## config.mk

```make
export PLATFORM = sky130hd
export DESIGN_NAME = process_grid_factorizer
export DESIGN_NICKNAME = d
export VERILOG_FILES = /design/src/pgf_pkg.sv /design/src/pgf_div.sv /design/src/pgf_datapath.sv /design/src/pgf_ctrl.sv /design/src/process_grid_factorizer.sv
export SDC_FILE = /design/constraint.sdc
export NUM_CORES = 2
export LEC_CHECK = 0
export BUFFER_PORTS_ARGS = -buffer_cell sky130_fd_sc_hd__buf_2
export CAP_MARGIN = 20
export CORE_ASPECT_RATIO = 1.5
export CORE_MARGIN = 1.5
export CORE_UTILIZATION = 50
export DETAILED_ROUTE_END_ITERATION = 7
export GPL_ROUTABILITY_DRIVEN = 0
export GPL_TIMING_DRIVEN = 0
export PLACE_DENSITY = 0.66
export SKIP_CTS_REPAIR_TIMING = 1
export SYNTH_ARGS = -nofsm -noshare
export SYNTH_HDL_FRONTEND = slang
export SYNTH_SLANG_ARGS = --single-unit
```

## constraint.sdc

```tcl
create_clock -name clk_i -period 11.7 [get_ports clk_i]
set_input_delay 1.17 -clock clk_i [delete_from_list [all_inputs] [get_ports clk_i]]
set_output_delay 1.17 -clock clk_i [all_outputs]
set_load 0.1 [all_outputs]
```

## src/pgf_pkg.sv

```systemverilog
// pgf_pkg: shared types and constants of the process grid factorizer
// holds the port word structs, register indexes and controller/datapath links
// no dependencies
package pgf_pkg;

  localparam int unsigned REG_W     = 11;  // config register and grid factor width
  localparam int unsigned EXT_W     = 20;  // extent field width
  localparam int unsigned CFG_IDX_W = 4;

  localparam logic [CFG_IDX_W-1:0] CFG_PROCESS_COUNT = 4'd0;
  localparam logic [CFG_IDX_W-1:0] CFG_USER_GRID_X   = 4'd1;
  localparam logic [CFG_IDX_W-1:0] CFG_USER_GRID_Y   = 4'd2;
  localparam logic [CFG_IDX_W-1:0] CFG_USER_GRID_Z   = 4'd3;

  // divider: one extra bit of headroom, four quotient bits per cycle
  localparam int unsigned DIV_W     = REG_W + 1;
  localparam int unsigned DIV_STEP  = 4;
  localparam int unsigned DIV_CYC   = DIV_W / DIV_STEP;
  localparam int unsigned DIV_CNT_W = $clog2(DIV_CYC + 1);

  typedef struct packed {
    logic             three_dim;
    logic [EXT_W-1:0] size_x;
    logic [EXT_W-1:0] size_y;
    logic [EXT_W-1:0] size_z;
  } pgf_item_t;

  typedef struct packed {
    logic             found;
    logic [REG_W-1:0] grid_x;
    logic [REG_W-1:0] grid_y;
    logic [REG_W-1:0] grid_z;
  } pgf_result_t;

  typedef struct packed {
    logic [REG_W-1:0] process_count;
    logic [REG_W-1:0] user_grid_x;
    logic [REG_W-1:0] user_grid_y;
    logic [REG_W-1:0] user_grid_z;
  } pgf_cfg_t;

  typedef struct packed {
    logic       load;       // latch the word, reset the search
    logic       prod;       // extent pair product, index k
    logic       sum;        // bound sum
    logic       bnd_mul;    // bound sum times process count
    logic       bnd_set;    // best starts at twice that
    logic       div_start;
    logic       div_y;      // divide x quotient by py instead of count by px
    logic       x_take;     // keep count / px
    logic       y_first;    // py back to 1
    logic       take_2d;    // py from quotient, pz is 1
    logic       take_pz;    // pz from quotient
    logic       mac;        // cost term k
    logic       mac_clr;
    logic       cmp;        // compare cost with best, keep if lower
    logic       px_inc;
    logic       py_inc;
    logic [1:0] k;
  } pgf_cmd_t;

  typedef struct packed {
    logic div_done;
    logic x_ok;
    logic y2_ok;
    logic y3_ok;
    logic px_last;
    logic py_last;
    logic p_zero;
    logic three;
  } pgf_stat_t;

endpackage

```

## src/pgf_div.sv

```systemverilog
// pgf_div: iterative unsigned divider for grid factor trials
// restoring algorithm, DIV_STEP quotient bits per cycle; uses pgf_pkg
module pgf_div (
  input  logic                      clk_i,
  input  logic                      rst_ni,
  input  logic                      start_i,
  input  logic [pgf_pkg::REG_W-1:0] dividend_i,
  input  logic [pgf_pkg::REG_W-1:0] divisor_i,
  output logic                      done_o,
  output logic [pgf_pkg::REG_W-1:0] quot_o,
  output logic                      rem_zero_o
);
  import pgf_pkg::*;

  logic [DIV_CNT_W-1:0] cnt_q, cnt_d;
  logic                 done_q, done_d;
  logic [DIV_W-1:0]     r_q, r_d;
  logic [DIV_W-1:0]     q_q, q_d;
  logic [DIV_W-1:0]     d_q;
  logic [DIV_W-1:0]     r_step, q_step;

  always_comb begin
    r_step = r_q;
    q_step = q_q;
    for (int i = 0; i < int'(DIV_STEP); i++) begin
      r_step = {r_step[DIV_W-2:0], q_step[DIV_W-1]};
      q_step = {q_step[DIV_W-2:0], 1'b0};
      if (r_step >= d_q) begin
        r_step    = r_step - d_q;
        q_step[0] = 1'b1;
      end
    end
  end

  always_comb begin
    cnt_d  = cnt_q;
    done_d = done_q;
    r_d    = r_q;
    q_d    = q_q;
    if (start_i) begin
      cnt_d  = DIV_CNT_W'(DIV_CYC);
      done_d = 1'b0;
      r_d    = '0;
      q_d    = DIV_W'(dividend_i);
    end else if (cnt_q != '0) begin
      cnt_d = cnt_q - 1'b1;
      r_d   = r_step;
      q_d   = q_step;
      if (cnt_q == DIV_CNT_W'(1)) begin
        done_d = 1'b1;
      end
    end
  end

  always_ff @(posedge clk_i or negedge rst_ni) begin
    if (!rst_ni) begin
      cnt_q  <= '0;
      done_q <= 1'b0;
    end else begin
      cnt_q  <= cnt_d;
      done_q <= done_d;
    end
  end

  always_ff @(posedge clk_i) begin
    r_q <= r_d;
    q_q <= q_d;
    if (start_i) begin
      d_q <= DIV_W'(divisor_i);
    end
  end

  assign done_o     = done_q;
  assign quot_o     = q_q[REG_W-1:0];
  assign rem_zero_o = (r_q == '0);

endmodule

```

## src/pgf_datapath.sv

```systemverilog
// pgf_datapath: operand registers, products, cost accumulator and best grid
// driven by pgf_ctrl commands; uses pgf_pkg and pgf_div
module pgf_datapath #(
  parameter int unsigned MAX_PROCS   = 1024,
  parameter int unsigned EXTENT_BITS = 20
) (
  input  logic                 clk_i,
  input  logic                 rst_ni,
  input  pgf_pkg::pgf_cmd_t    cmd_i,
  input  pgf_pkg::pgf_item_t   item_i,
  input  pgf_pkg::pgf_cfg_t    cfg_i,
  output pgf_pkg::pgf_stat_t   stat_o,
  output pgf_pkg::pgf_result_t result_o
);
  import pgf_pkg::*;

  localparam int unsigned EW = (EXTENT_BITS < EXT_W) ? EXTENT_BITS : EXT_W;
  localparam int unsigned AW = 2 * EW + 2;        // product sums
  localparam int unsigned MW = AW + REG_W;        // scaled cost
  localparam int unsigned CW = MW + 1;            // doubled bound

  function automatic logic pin_ok(input logic [REG_W-1:0] pin, input logic [REG_W-1:0] v);
    return (pin == '0) || (pin == v);
  endfunction

  logic              three_q;
  logic [EW-1:0]     sx_q, sy_q, sz_q;
  logic [2*EW-1:0]   a0_q, a1_q, a2_q;
  logic [AW-1:0]     bsum_q;
  logic [REG_W-1:0]  p_q, px_q, py_q, pz_q, xq_q;
  logic [MW-1:0]     prod_q;
  logic [CW-1:0]     acc_q, best_q;
  logic              found_q;
  logic [REG_W-1:0]  bx_q, by_q, bz_q;

  logic [EW-1:0]     ea, eb;
  logic [AW-1:0]     mul_a;
  logic [REG_W-1:0]  mul_b;
  logic              p_bad;

  logic              div_done, div_rem_zero;
  logic [REG_W-1:0]  div_quot;

  pgf_div u_div (
    .clk_i      (clk_i),
    .rst_ni     (rst_ni),
    .start_i    (cmd_i.div_start),
    .dividend_i (cmd_i.div_y ? xq_q : p_q),
    .divisor_i  (cmd_i.div_y ? py_q : px_q),
    .done_o     (div_done),
    .quot_o     (div_quot),
    .rem_zero_o (div_rem_zero)
  );

  assign p_bad = (cfg_i.process_count == '0) ||
                 (32'(cfg_i.process_count) > 32'(MAX_PROCS));

  // extent pair for the area products
  always_comb begin
    ea = '0;
    eb = '0;
    case (cmd_i.k)
      2'd0: begin
        ea = sx_q;
        eb = sy_q;
      end
      2'd1: begin
        ea = sx_q;
        eb = sz_q;
      end
      2'd2: begin
        ea = sy_q;
        eb = sz_q;
      end
      default: begin
      end
    endcase
  end

  // cost term or bound operands
  always_comb begin
    mul_a = '0;
    mul_b = '0;
    if (cmd_i.bnd_mul) begin
      mul_a = bsum_q;
      mul_b = p_q;
    end else if (three_q) begin
      case (cmd_i.k)
        2'd0: begin
          mul_a = AW'(a0_q);
          mul_b = pz_q;
        end
        2'd1: begin
          mul_a = AW'(a1_q);
          mul_b = py_q;
        end
        2'd2: begin
          mul_a = AW'(a2_q);
          mul_b = px_q;
        end
        default: begin
        end
      endcase
    end else begin
      case (cmd_i.k)
        2'd0: begin
          mul_a = AW'(sx_q);
          mul_b = py_q;
        end
        2'd1: begin
          mul_a = AW'(sy_q);
          mul_b = px_q;
        end
        default: begin
        end
      endcase
    end
  end

  always_ff @(posedge clk_i) begin
    if (cmd_i.load) begin
      three_q <= item_i.three_dim;
      sx_q    <= item_i.size_x[EW-1:0];
      sy_q    <= item_i.size_y[EW-1:0];
      sz_q    <= item_i.size_z[EW-1:0];
      p_q     <= p_bad ? '0 : cfg_i.process_count;
      px_q    <= REG_W'(1);
      found_q <= 1'b0;
      bx_q    <= '0;
      by_q    <= '0;
      bz_q    <= '0;
    end
    if (cmd_i.prod) begin
      case (cmd_i.k)
        2'd0:    a0_q <= (2*EW)'(ea * eb);
        2'd1:    a1_q <= (2*EW)'(ea * eb);
        default: a2_q <= (2*EW)'(ea * eb);
      endcase
    end
    if (cmd_i.sum) begin
      bsum_q <= three_q ? (AW'(a0_q) + AW'(a1_q) + AW'(a2_q)) : (AW'(sx_q) + AW'(sy_q));
    end
    if (cmd_i.bnd_mul || cmd_i.mac) begin
      prod_q <= MW'(mul_a * mul_b);
    end
    if (cmd_i.bnd_set) begin
      best_q <= {prod_q, 1'b0};
    end
    if (cmd_i.x_take) begin
      xq_q <= div_quot;
    end
    if (cmd_i.y_first) begin
      py_q <= REG_W'(1);
    end
    if (cmd_i.take_2d) begin
      py_q <= div_quot;
      pz_q <= REG_W'(1);
    end
    if (cmd_i.take_pz) begin
      pz_q <= div_quot;
    end
    if (cmd_i.mac) begin
      // product register holds the term of the previous index
      acc_q <= cmd_i.mac_clr ? '0 : acc_q + CW'(prod_q);
    end
    if (cmd_i.cmp && (acc_q < best_q)) begin
      found_q <= 1'b1;
      best_q  <= acc_q;
      bx_q    <= px_q;
      by_q    <= py_q;
      bz_q    <= pz_q;
    end
    if (cmd_i.px_inc) begin
      px_q <= px_q + 1'b1;
    end
    if (cmd_i.py_inc) begin
      py_q <= py_q + 1'b1;
    end
  end

  assign stat_o.div_done = div_done;
  assign stat_o.x_ok     = div_rem_zero && pin_ok(cfg_i.user_grid_x, px_q);
  assign stat_o.y2_ok    = pin_ok(cfg_i.user_grid_y, div_quot);
  assign stat_o.y3_ok    = div_rem_zero && pin_ok(cfg_i.user_grid_y, py_q) &&
                           pin_ok(cfg_i.user_grid_z, div_quot);
  assign stat_o.px_last  = (px_q == p_q);
  assign stat_o.py_last  = (py_q == xq_q);
  assign stat_o.p_zero   = (p_q == '0);
  assign stat_o.three    = three_q;

  assign result_o.found  = found_q;
  assign result_o.grid_x = bx_q;
  assign result_o.grid_y = by_q;
  assign result_o.grid_z = bz_q;

endmodule

```

## src/pgf_ctrl.sv

```systemverilog
// pgf_ctrl: sequencer for the factor search loops
// issues pgf_cmd_t to the datapath and reads pgf_stat_t back; uses pgf_pkg
module pgf_ctrl (
  input  logic               clk_i,
  input  logic               rst_ni,
  input  logic               start_i,
  input  pgf_pkg::pgf_stat_t stat_i,
  output pgf_pkg::pgf_cmd_t  cmd_o,
  output logic               busy_o,
  output logic               done_o
);
  import pgf_pkg::*;

  localparam logic [3:0] S_IDLE   = 4'd0;
  localparam logic [3:0] S_PROD   = 4'd1;
  localparam logic [3:0] S_SUM    = 4'd2;
  localparam logic [3:0] S_BMUL   = 4'd3;
  localparam logic [3:0] S_BSET   = 4'd4;
  localparam logic [3:0] S_XSTART = 4'd5;
  localparam logic [3:0] S_XDIV   = 4'd6;
  localparam logic [3:0] S_XCHK   = 4'd7;
  localparam logic [3:0] S_YSTART = 4'd8;
  localparam logic [3:0] S_YDIV   = 4'd9;
  localparam logic [3:0] S_YCHK   = 4'd10;
  localparam logic [3:0] S_MAC    = 4'd11;
  localparam logic [3:0] S_CMP    = 4'd12;
  localparam logic [3:0] S_DONE   = 4'd13;

  localparam logic [1:0] K_LAST_PROD = 2'd2;
  localparam logic [1:0] K_LAST_2D   = 2'd2;
  localparam logic [1:0] K_LAST_3D   = 2'd3;

  logic [3:0] state_q, state_d;
  logic [1:0] k_q, k_d;
  logic       adv_x, adv_y;

  always_comb begin
    state_d   = state_q;
    k_d       = k_q;
    cmd_o     = '0;
    cmd_o.k   = k_q;
    adv_x     = 1'b0;
    adv_y     = 1'b0;
    case (state_q)
      S_IDLE: begin
        if (start_i) begin
          cmd_o.load = 1'b1;
          k_d        = '0;
          state_d    = S_PROD;
        end
      end
      S_PROD: begin
        cmd_o.prod = 1'b1;
        if (k_q == K_LAST_PROD) begin
          k_d     = '0;
          state_d = S_SUM;
        end else begin
          k_d = k_q + 1'b1;
        end
      end
      S_SUM: begin
        cmd_o.sum = 1'b1;
        state_d   = S_BMUL;
      end
      S_BMUL: begin
        cmd_o.bnd_mul = 1'b1;
        state_d       = S_BSET;
      end
      S_BSET: begin
        cmd_o.bnd_set = 1'b1;
        state_d       = stat_i.p_zero ? S_DONE : S_XSTART;
      end
      S_XSTART: begin
        cmd_o.div_start = 1'b1;
        state_d         = S_XDIV;
      end
      S_XDIV: begin
        if (stat_i.div_done) begin
          state_d = S_XCHK;
        end
      end
      S_XCHK: begin
        if (!stat_i.x_ok) begin
          adv_x = 1'b1;
        end else begin
          cmd_o.x_take = 1'b1;
          if (stat_i.three) begin
            cmd_o.y_first = 1'b1;
            state_d       = S_YSTART;
          end else if (stat_i.y2_ok) begin
            cmd_o.take_2d = 1'b1;
            k_d           = '0;
            state_d       = S_MAC;
          end else begin
            adv_x = 1'b1;
          end
        end
      end
      S_YSTART: begin
        cmd_o.div_start = 1'b1;
        cmd_o.div_y     = 1'b1;
        state_d         = S_YDIV;
      end
      S_YDIV: begin
        if (stat_i.div_done) begin
          state_d = S_YCHK;
        end
      end
      S_YCHK: begin
        if (stat_i.y3_ok) begin
          cmd_o.take_pz = 1'b1;
          k_d           = '0;
          state_d       = S_MAC;
        end else begin
          adv_y = 1'b1;
        end
      end
      S_MAC: begin
        cmd_o.mac     = 1'b1;
        cmd_o.mac_clr = (k_q == '0);
        if (k_q == (stat_i.three ? K_LAST_3D : K_LAST_2D)) begin
          state_d = S_CMP;
        end else begin
          k_d = k_q + 1'b1;
        end
      end
      S_CMP: begin
        cmd_o.cmp = 1'b1;
        if (stat_i.three) begin
          adv_y = 1'b1;
        end else begin
          adv_x = 1'b1;
        end
      end
      S_DONE: begin
        state_d = S_IDLE;
      end
      default: begin
        state_d = S_IDLE;
      end
    endcase

    // inner loop runs out into the outer one
    if (adv_y) begin
      if (stat_i.py_last) begin
        adv_x = 1'b1;
      end else begin
        cmd_o.py_inc = 1'b1;
        state_d      = S_YSTART;
      end
    end
    if (adv_x) begin
      if (stat_i.px_last) begin
        state_d = S_DONE;
      end else begin
        cmd_o.px_inc = 1'b1;
        state_d      = S_XSTART;
      end
    end
  end

  always_ff @(posedge clk_i or negedge rst_ni) begin
    if (!rst_ni) begin
      state_q <= S_IDLE;
      k_q     <= '0;
    end else begin
      state_q <= state_d;
      k_q     <= k_d;
    end
  end

  assign busy_o = (state_q != S_IDLE);
  assign done_o = (state_q == S_DONE);

endmodule

```

## src/process_grid_factorizer.sv

```systemverilog
// process_grid_factorizer: top level, config registers, controller and datapath
// uses pgf_pkg, pgf_ctrl, pgf_datapath
//
//   channel  | direction | handshake                 | payload
//   ---------+-----------+---------------------------+-------------------------------
//   command  | in        | start, busy               | item_i (pgf_item_t)
//   result   | out       | done_o, one-cycle strobe  | result_o (pgf_result_t)
//   config   | in        | cfg_valid, cfg_ready      | cfg_index_i, cfg_data_i
//
// one word at a time: busy rises after start and drops after the done_o cycle.
// the search runs setup, then a trial for each x factor (1 to P), a trial for each y
// factor in 3D (1 to P/px per dividing px), a cost pass per admissible grid, then done;
// every divisibility test uses the 4-bit-per-cycle divider.
// asynchronous active-low reset; config registers reset to count 1, pins free.
// the receiver cannot stall: each result is shown for its single done_o cycle.
module process_grid_factorizer #(
  parameter int unsigned MAX_PROCS   = 1024,
  parameter int unsigned EXTENT_BITS = 20
) (
  input  logic                          clk_i,
  input  logic                          rst_ni,
  input  logic                          start,
  output logic                          busy,
  input  pgf_pkg::pgf_item_t            item_i,
  output logic                          done_o,
  output pgf_pkg::pgf_result_t          result_o,
  input  logic                          cfg_valid,
  output logic                          cfg_ready,
  input  logic [pgf_pkg::CFG_IDX_W-1:0] cfg_index_i,
  input  logic [pgf_pkg::REG_W-1:0]     cfg_data_i
);
  import pgf_pkg::*;

  pgf_cfg_t  cfg_q;
  pgf_cmd_t  cmd;
  pgf_stat_t stat;
  logic      ctrl_busy;

  assign cfg_ready = 1'b1;

  always_ff @(posedge clk_i or negedge rst_ni) begin
    if (!rst_ni) begin
      cfg_q.process_count <= REG_W'(1);
      cfg_q.user_grid_x   <= '0;
      cfg_q.user_grid_y   <= '0;
      cfg_q.user_grid_z   <= '0;
    end else if (cfg_valid && cfg_ready) begin
      case (cfg_index_i)
        CFG_PROCESS_COUNT: cfg_q.process_count <= cfg_data_i;
        CFG_USER_GRID_X:   cfg_q.user_grid_x   <= cfg_data_i;
        CFG_USER_GRID_Y:   cfg_q.user_grid_y   <= cfg_data_i;
        CFG_USER_GRID_Z:   cfg_q.user_grid_z   <= cfg_data_i;
        default: begin
        end
      endcase
    end
  end

  pgf_ctrl u_ctrl (
    .clk_i   (clk_i),
    .rst_ni  (rst_ni),
    .start_i (start && !ctrl_busy),
    .stat_i  (stat),
    .cmd_o   (cmd),
    .busy_o  (ctrl_busy),
    .done_o  (done_o)
  );

  pgf_datapath #(
    .MAX_PROCS   (MAX_PROCS),
    .EXTENT_BITS (EXTENT_BITS)
  ) u_datapath (
    .clk_i    (clk_i),
    .rst_ni   (rst_ni),
    .cmd_i    (cmd),
    .item_i   (item_i),
    .cfg_i    (cfg_q),
    .stat_o   (stat),
    .result_o (result_o)
  );

  assign busy = ctrl_busy;

`ifndef SYNTH
  a_done_in_busy : assert property (@(posedge clk_i) disable iff (!rst_ni)
    done_o |-> busy)
    else $error("result strobe outside a busy period");

  a_accept_busy : assert property (@(posedge clk_i) disable iff (!rst_ni)
    (start && !busy) |=> (busy && !done_o))
    else $error("accepted word did not start a search");

  a_miss_zero : assert property (@(posedge clk_i) disable iff (!rst_ni)
    (done_o && !result_o.found) |->
      (result_o.grid_x == '0 && result_o.grid_y == '0 && result_o.grid_z == '0))
    else $error("grid reported without a find");

  a_hit_nonzero : assert property (@(posedge clk_i) disable iff (!rst_ni)
    (done_o && result_o.found) |->
      (result_o.grid_x != '0 && result_o.grid_y != '0 && result_o.grid_z != '0))
    else $error("found grid has a zero factor");
`endif

endmodule

```

# --- After elaboration in Yosys (flattened, before gate mapping) ---
# Index checks and enable logic that the tools add are counted.
totals:
  memories: 0
  reg_bits: 561
  latchBits: 0
  ramBits: 0
  output_inout_bits: 37
  inputBits: 80
  rom_bits: 0
  wordCells: 223
op_classes:
  n_eq_ne: 32
  n_mul: 2
  n_mux: 95
  n_shift: 0
  reduce_logical: 43
  n_div: 0
  add_sub_neg: 12
  bitwise_logic: 1
  order_cmp: 6
ops:
  columns: ["cell", "count"]
  rows:
  - ["two-way mux 11 bit", 20]
  - ["two-way mux 42 bit", 3]
  - ["one-hot mux 20 bit (2 select lines)", 3]
  - ["one-hot mux 40 bit (3 select lines)", 1]
  - ["two-way mux 54 bit", 2]
  - ["equality test 11 bit", 6]
  - ["two-way mux 4 bit", 14]
  - ["logical NOT 11 bit", 5]
  - ["adder 54 x 53 -> 54 bit", 1]
  - ["less-than comparator 54 bit", 1]
  - ["multiplier 42 x 11 -> 53 bit", 1]
  - ["one-hot mux 4 bit (13 select lines)", 1]
  - ["greater-or-equal comparator 12 x 11 -> 1 bit", 4]
  - ["adder 42 x 40 -> 42 bit", 1]
  - ["adder 40 x 40 -> 41 bit", 1]
  - ["multiplier 20 x 20 -> 40 bit", 1]
  - ["two-way mux 1 bit", 33]
  - ["one-hot mux 11 bit (3 select lines)", 1]
  - ["subtractor 11 bit", 3]
  - ["equality test 4 bit, second input constant", 6]
  - ["adder 11 x 1 -> 11 bit, second input constant", 2]
  - ["one-hot mux 11 bit (2 select lines)", 1]
  - ["adder 20 x 20 -> 21 bit", 1]
  - ["two-way mux 2 bit", 10]
  - ["other kinds (30)", 69]

# --- Longest topological paths before layout ---
depth:
  ltp_word: 10
  mapped_depth: 42
  depth_no_buf: 40

# --- Modules after synthesis ---
# Synthesis repeated with hierarchy kept, for this count alone.
unflattened:
  hier_cells: 6265
  area_unflattened_um2: 61267.5
modules_own_cells:
  columns: ["module", "seq_area_each_um2", "area_each_um2", "instances", "cells_per_inst"]
  rows:
  - ["pgf_datapath", 14193.6, 54803.8, 1, 5613]
  - ["pgf_div", 996.0, 3996.3, 1, 448]
  - ["process_grid_factorizer", 1102.3, 1696.6, 1, 101]
  - ["pgf_ctrl", 150.1, 770.7, 1, 103]

# --- Worst setup path after synthesis ---
# OpenSTA, ideal clock, no wires.
synth_timing:
  path_type: "register to register"
  start: "reg u_ctrl.k_q[1]"
  end: "reg u_datapath.a0_q[31] (data pin)"
  n_path_buf: 6
  path_stages_with_launch: 32
  setup_ns: 0.271
  path_slack_ns: 2.533
  period_less_slack_ns: 9.167
  arrival_time_ns: 8.896
  required_ns: 11.429
  path_cell_list: "dfrtp_1 -> inv_1 -> clkbuf_1 -> buf_1 -> ha_1 -> clkbuf_1 -> clkbuf_1 -> buf_1 -> a22oi_1 -> nor2_1 -> clkbuf_1 -> nand2_1 -> fa_1 -> inv_1 -> fa_1 -> fa_1 -> fa_1 -> inv_1 -> fa_1 -> inv_1 -> fa_1 -> fa_1 -> ha_1 -> and4_1 -> and3_1 -> a21oi_1 -> o21ai_1 -> a21oi_1 -> o21ai_1 -> or3b_2 -> a31oi_1 -> xor2_1"
synth_between:
  elab_chain_len: 4
  word_cells_on_any_way: 8
  cone_classes: "mul: 1; eq/ne: 2; mux: 2; reduce/logical: 3"
synth_rtl:
  columns: ["element", "line", "text"]
  rows:
  - ["start, declared", "pgf_ctrl.sv:34", "logic [1:0] k_q, k_d;"]
  - ["start signal, assigned", "pgf_ctrl.sv:168", "k_q <= k_d;"]
  - ["equality test 2 x 1 -> 1 bit, or another cell as far along", "pgf_datapath.sv:62", "case (cmd_i.k)"]
  - ["OR reduction 2 bit (no line)", null, null]
  - ["one-hot mux 20 bit (2 select lines)", "pgf_datapath.sv:62", null]
  - ["multiplier 20 x 20 -> 40 bit *", "pgf_datapath.sv:135", "2'd0: a0_q <= (2*EW)'(ea * eb);"]
  - ["end signal, assigned", "pgf_datapath.sv:135", null]
  - ["end, declared", "pgf_datapath.sv:28", "logic [2*EW-1:0] a0_q, a1_q, a2_q;"]
# Every way passes the cells marked *; elsewhere a longest branch is shown, timed or not.
# A chain may end at the register's enable or synchronous reset.

# --- Worst setup path after layout ---
layout_timing:
  start: "reg u_ctrl.k_q[1]"
  end: "reg u_datapath.a1_q[31] (data pin)"
layout_between:
  elab_chain_len: 4
  word_cells_on_any_way: 8
  cone_classes: "mul: 1; eq/ne: 2; mux: 2; reduce/logical: 3"
layout_rtl:
  columns: ["element", "line", "text"]
  rows:
  - ["equality test 2 x 1 -> 1 bit, or another cell as far along", "pgf_datapath.sv:62", null]
  - ["OR reduction 2 bit (no line)", null, null]
  - ["one-hot mux 20 bit (2 select lines)", "pgf_datapath.sv:62", null]
  - ["multiplier 20 x 20 -> 40 bit *", "pgf_datapath.sv:136", "2'd1: a1_q <= (2*EW)'(ea * eb);"]
  - ["end signal, assigned", "pgf_datapath.sv:136", null]
  - ["end, declared", "pgf_datapath.sv:28", null]
# Marks and branches as above.

==> flow_summary.ini <==
[logic_synthesis]
syn_inst = 6320
synth_warnings = 0
synth_top_cells_by_count = 763 x nand2_1, 760 x inv_1, 687 x fa_1, 500 x ha_1, 494 x edfxtp_1
syn_area_per_cell_sq_um = 9.693
synth_ff_type = edfxtp_1
synth_area_sq_mm = 0.06126
yosysSeqAreaShare_pct = 26.84
ys_ff_latch = 561
ys_types = 87
ys_async_sr_fraction_pct = 9.447
yosysTopAreaCell = edfxtp_1
synth_edf_count = 494
synth.net_count = 7587
synth.most_common_cell = nand2_1
synth_area_leaders = edfxtp_1 24%, fa_1 22%, ha_1 10%
synth_top_area_share_pct = 24.22

[critical_path]
cp_max_fo = 10
crit_path_end_kind = flop
worstRegToRegCells = 28
slowest_stage = nor2_1
worst_ep_arrival_time_ns = 12.03
crit_top_cell = fa_1
r2r_slack_ns = 0.18
crit_family = adder cells
cp-start-kind = flop
reg2reg_from = u_ctrl.k_q[1]$_DFFE_PN0P_
crit_buf_inv = 7
r2r_end = u_datapath.a1_q[31]$_DFFE_PP_
crit_type = reg -> reg
critPathMaxStageDelay_ns = 0.82
required_ns = 12.21

[timing]
post-route-period-util_pct = 98.46
worst_slew_pin_slew_ns = 1.557
clock.fmax_mhz = 86.80
rsz0062_at_grt = false
maxSlewViolCount = 7
skew_ns = 0.03169
period_minus_slack_ns = 11.52
slew_headroom_pct = -3.772
finalHoldViolations = 0
setup_violations = 0
tns_ns = 0

[route]
dr.pass1.iters = 8
drt_iter0_markers = 4265
via_count = 48130
drcViolationCount = 18
avgViaCountPerCell = 5.902
routed_wl_microns = 187700
wl_per_cell_microns = 23.02
postRouteAntennaNets = 0

[clock_tree]
htree_levels = 2
cts_tree = built
path_clk_slew_ns = 0.07
cts-root-buf = clkbuf_16
cts_buffers = 55
cts_max_path_buffers = 3
clk_latency_ns = 0.70
cts.sinks = 561

[cells_and_area]
syn_to_final_growth_pct = 7.927
ff_latch_area_sq_mm = 0.01644
drive_gt1_share_pct = 5.593
multi_input_area_sq_mm = 0.04098
fin_nets = 7784
fillers = 11010
finalNonFillerCells = 8154

[place]
dp_hpwl_microns = 155100
port-buffer-count = 115
place_inst = 8048

[die]
chipWidth_microns = 288.8
rows = 157
fp.dieArea_sq_mm = 0.1247
start_util_pct = 50.30
fp.coreArea_sq_mm = 0.1218
design.portCount = 117
die_h_microns = 431.7

[outcome]
violations = design-rule violations, max-slew violations
outcome = complete, but fails checks

[global_routing]
grt_max_degree = 60
grt_util_all_layers_pct = 30.45
grt_pass1_vias = 50040
grt_pass1_wl_microns = 286200
antenna_found_initial = 2
overflow = 0

[min_path]
hp-class = in -> async

[flow_run]
cap_violations = 0
-- layout make-up --
type                            count  share of cell area [%]
Tap cell                         1590                   3.009
Buffer                            282                   1.665
Antenna cell                        2                0.007570
Sequential cell                   561                   24.87
Inverter                          760                   4.324
Timing Repair Buffer              141                   1.406
Clock buffer                       66                   2.159
Multi-Input combinational cell   4716                   61.98
Clock inverter                     36                  0.5791
-- worst reg2reg max path: cells and delay by family, from the launching register on --
kind / cells / cell delay (ns)
AOI/OAI and AO/OA: 6 / 1.84
xor gates and xnor gates: 1 / 0.25
adders and majority gates: 9 / 3.98
buffers and inverters: 7 / 2.56
DFF: 1 / 0.74
and+or+nand+nor: 5 / 1.95
-- layer usage --
metal | wire (microns) | global-route usage, % | vias up
met4 | 18490 | 24.09 | 0
met5 | 0 | 0 | -
li1 | - | - | 21880
met2 | 91050 | 52.22 | 2157
met3 | 13710 | 4.552 | 695
met1 | 64420 | 33.49 | 23390
-- worst max path at each step --
stage                                    startpoint                       endpoint  slack (ns)  depth (start not counted)
final                     u_ctrl.k_q[1]$_DFFE_PN0P_  u_datapath.a1_q[31]$_DFFE_PP_        0.18                         28
after global routing      u_ctrl.k_q[1]$_DFFE_PN0P_  u_datapath.a1_q[31]$_DFFE_PP_        0.09                         28
after detailed placement  u_ctrl.k_q[1]$_DFFE_PN0P_  u_datapath.a1_q[38]$_DFFE_PP_       -2.20                         31
after floorplan           u_ctrl.k_q[1]$_DFFE_PN0P_  u_datapath.a0_q[31]$_DFFE_PP_        2.53                         31
after CTS                 u_ctrl.k_q[1]$_DFFE_PN0P_  u_datapath.a0_q[38]$_DFFE_PP_       -2.22                         31
after global placement    u_ctrl.k_q[1]$_DFFE_PN0P_  u_datapath.a0_q[38]$_DFFE_PP_       -2.16                         33
-- layout by cell type (no fill, tap or decap), types with 37 or more instances in the layout --
cell type  count
xor2_1        92
and2_1        50
nand2_1      762
inv_1        758
nor2b_1      154
o21ai_0      228
a21oi_1      285
dfrtp_1       52
fa_1         687
a21o_1       153
mux2_1        44
o21a_1        82
nand2b_1      66
clkbuf_1     247
nand4_1       57
mux2_2        65
xnor2_1      230
clkbuf_16     55
ha_1         499
nor2_1       450
a222oi_1      51
nand3_1       81
buf_2        120
nor3_1        76
a22oi_1       65
a211oi_1      37
edfxtp_1     494
-- state kept, by name, indices dropped and copies added (netlist names), 12 cells and up --
name and cells:
u_datapath.acc_q 54, u_datapath.best_q 54, u_datapath.prod_q 53, cfg_q 44, u_datapath.bsum_q 42, u_datapath.a0_q 40, u_datapath.a1_q 40, u_datapath.a2_q 40
u_datapath.sx_q 20, u_datapath.sy_q 20, u_datapath.sz_q 20, u_datapath.u_div.q_q 12, u_datapath.u_div.r_q 12
-- kinds of logic (layout without fill, tap and decap cells) --
kind of cell,count (synthesis),in the layout,synth area share (%)
compound gates,1194,1194,13.02
flops,561,561,26.84
other cells,1,3,0.006121
buf+inv,1043,1285,6.407
simple gates,1877,1877,14.03
mux,135,135,2.428
xor+xnor,322,322,4.604
fa+ha+maj,1187,1187,32.66
-- through the flow --
stage	cell area [sq um]	hold WS, ns	setup WS [ns]	util (%)
2_1_floorplan	61260	0.4228	2.533	-
3_3_place_gp	63830	0.4767	-2.162	52.41
3_5_place_dp	64190	0.4833	-2.203	52.71
4_1_cts	66000	0.4878	-2.223	54.19
5_1_grt	66110	0.5163	0.09050	54.28
6_report	66120	0.4796	0.1798	54.29
Power is left out: the tool's default activity adds up to more than one toggle a clock period on the data nets, which glitch-free logic cannot reach.
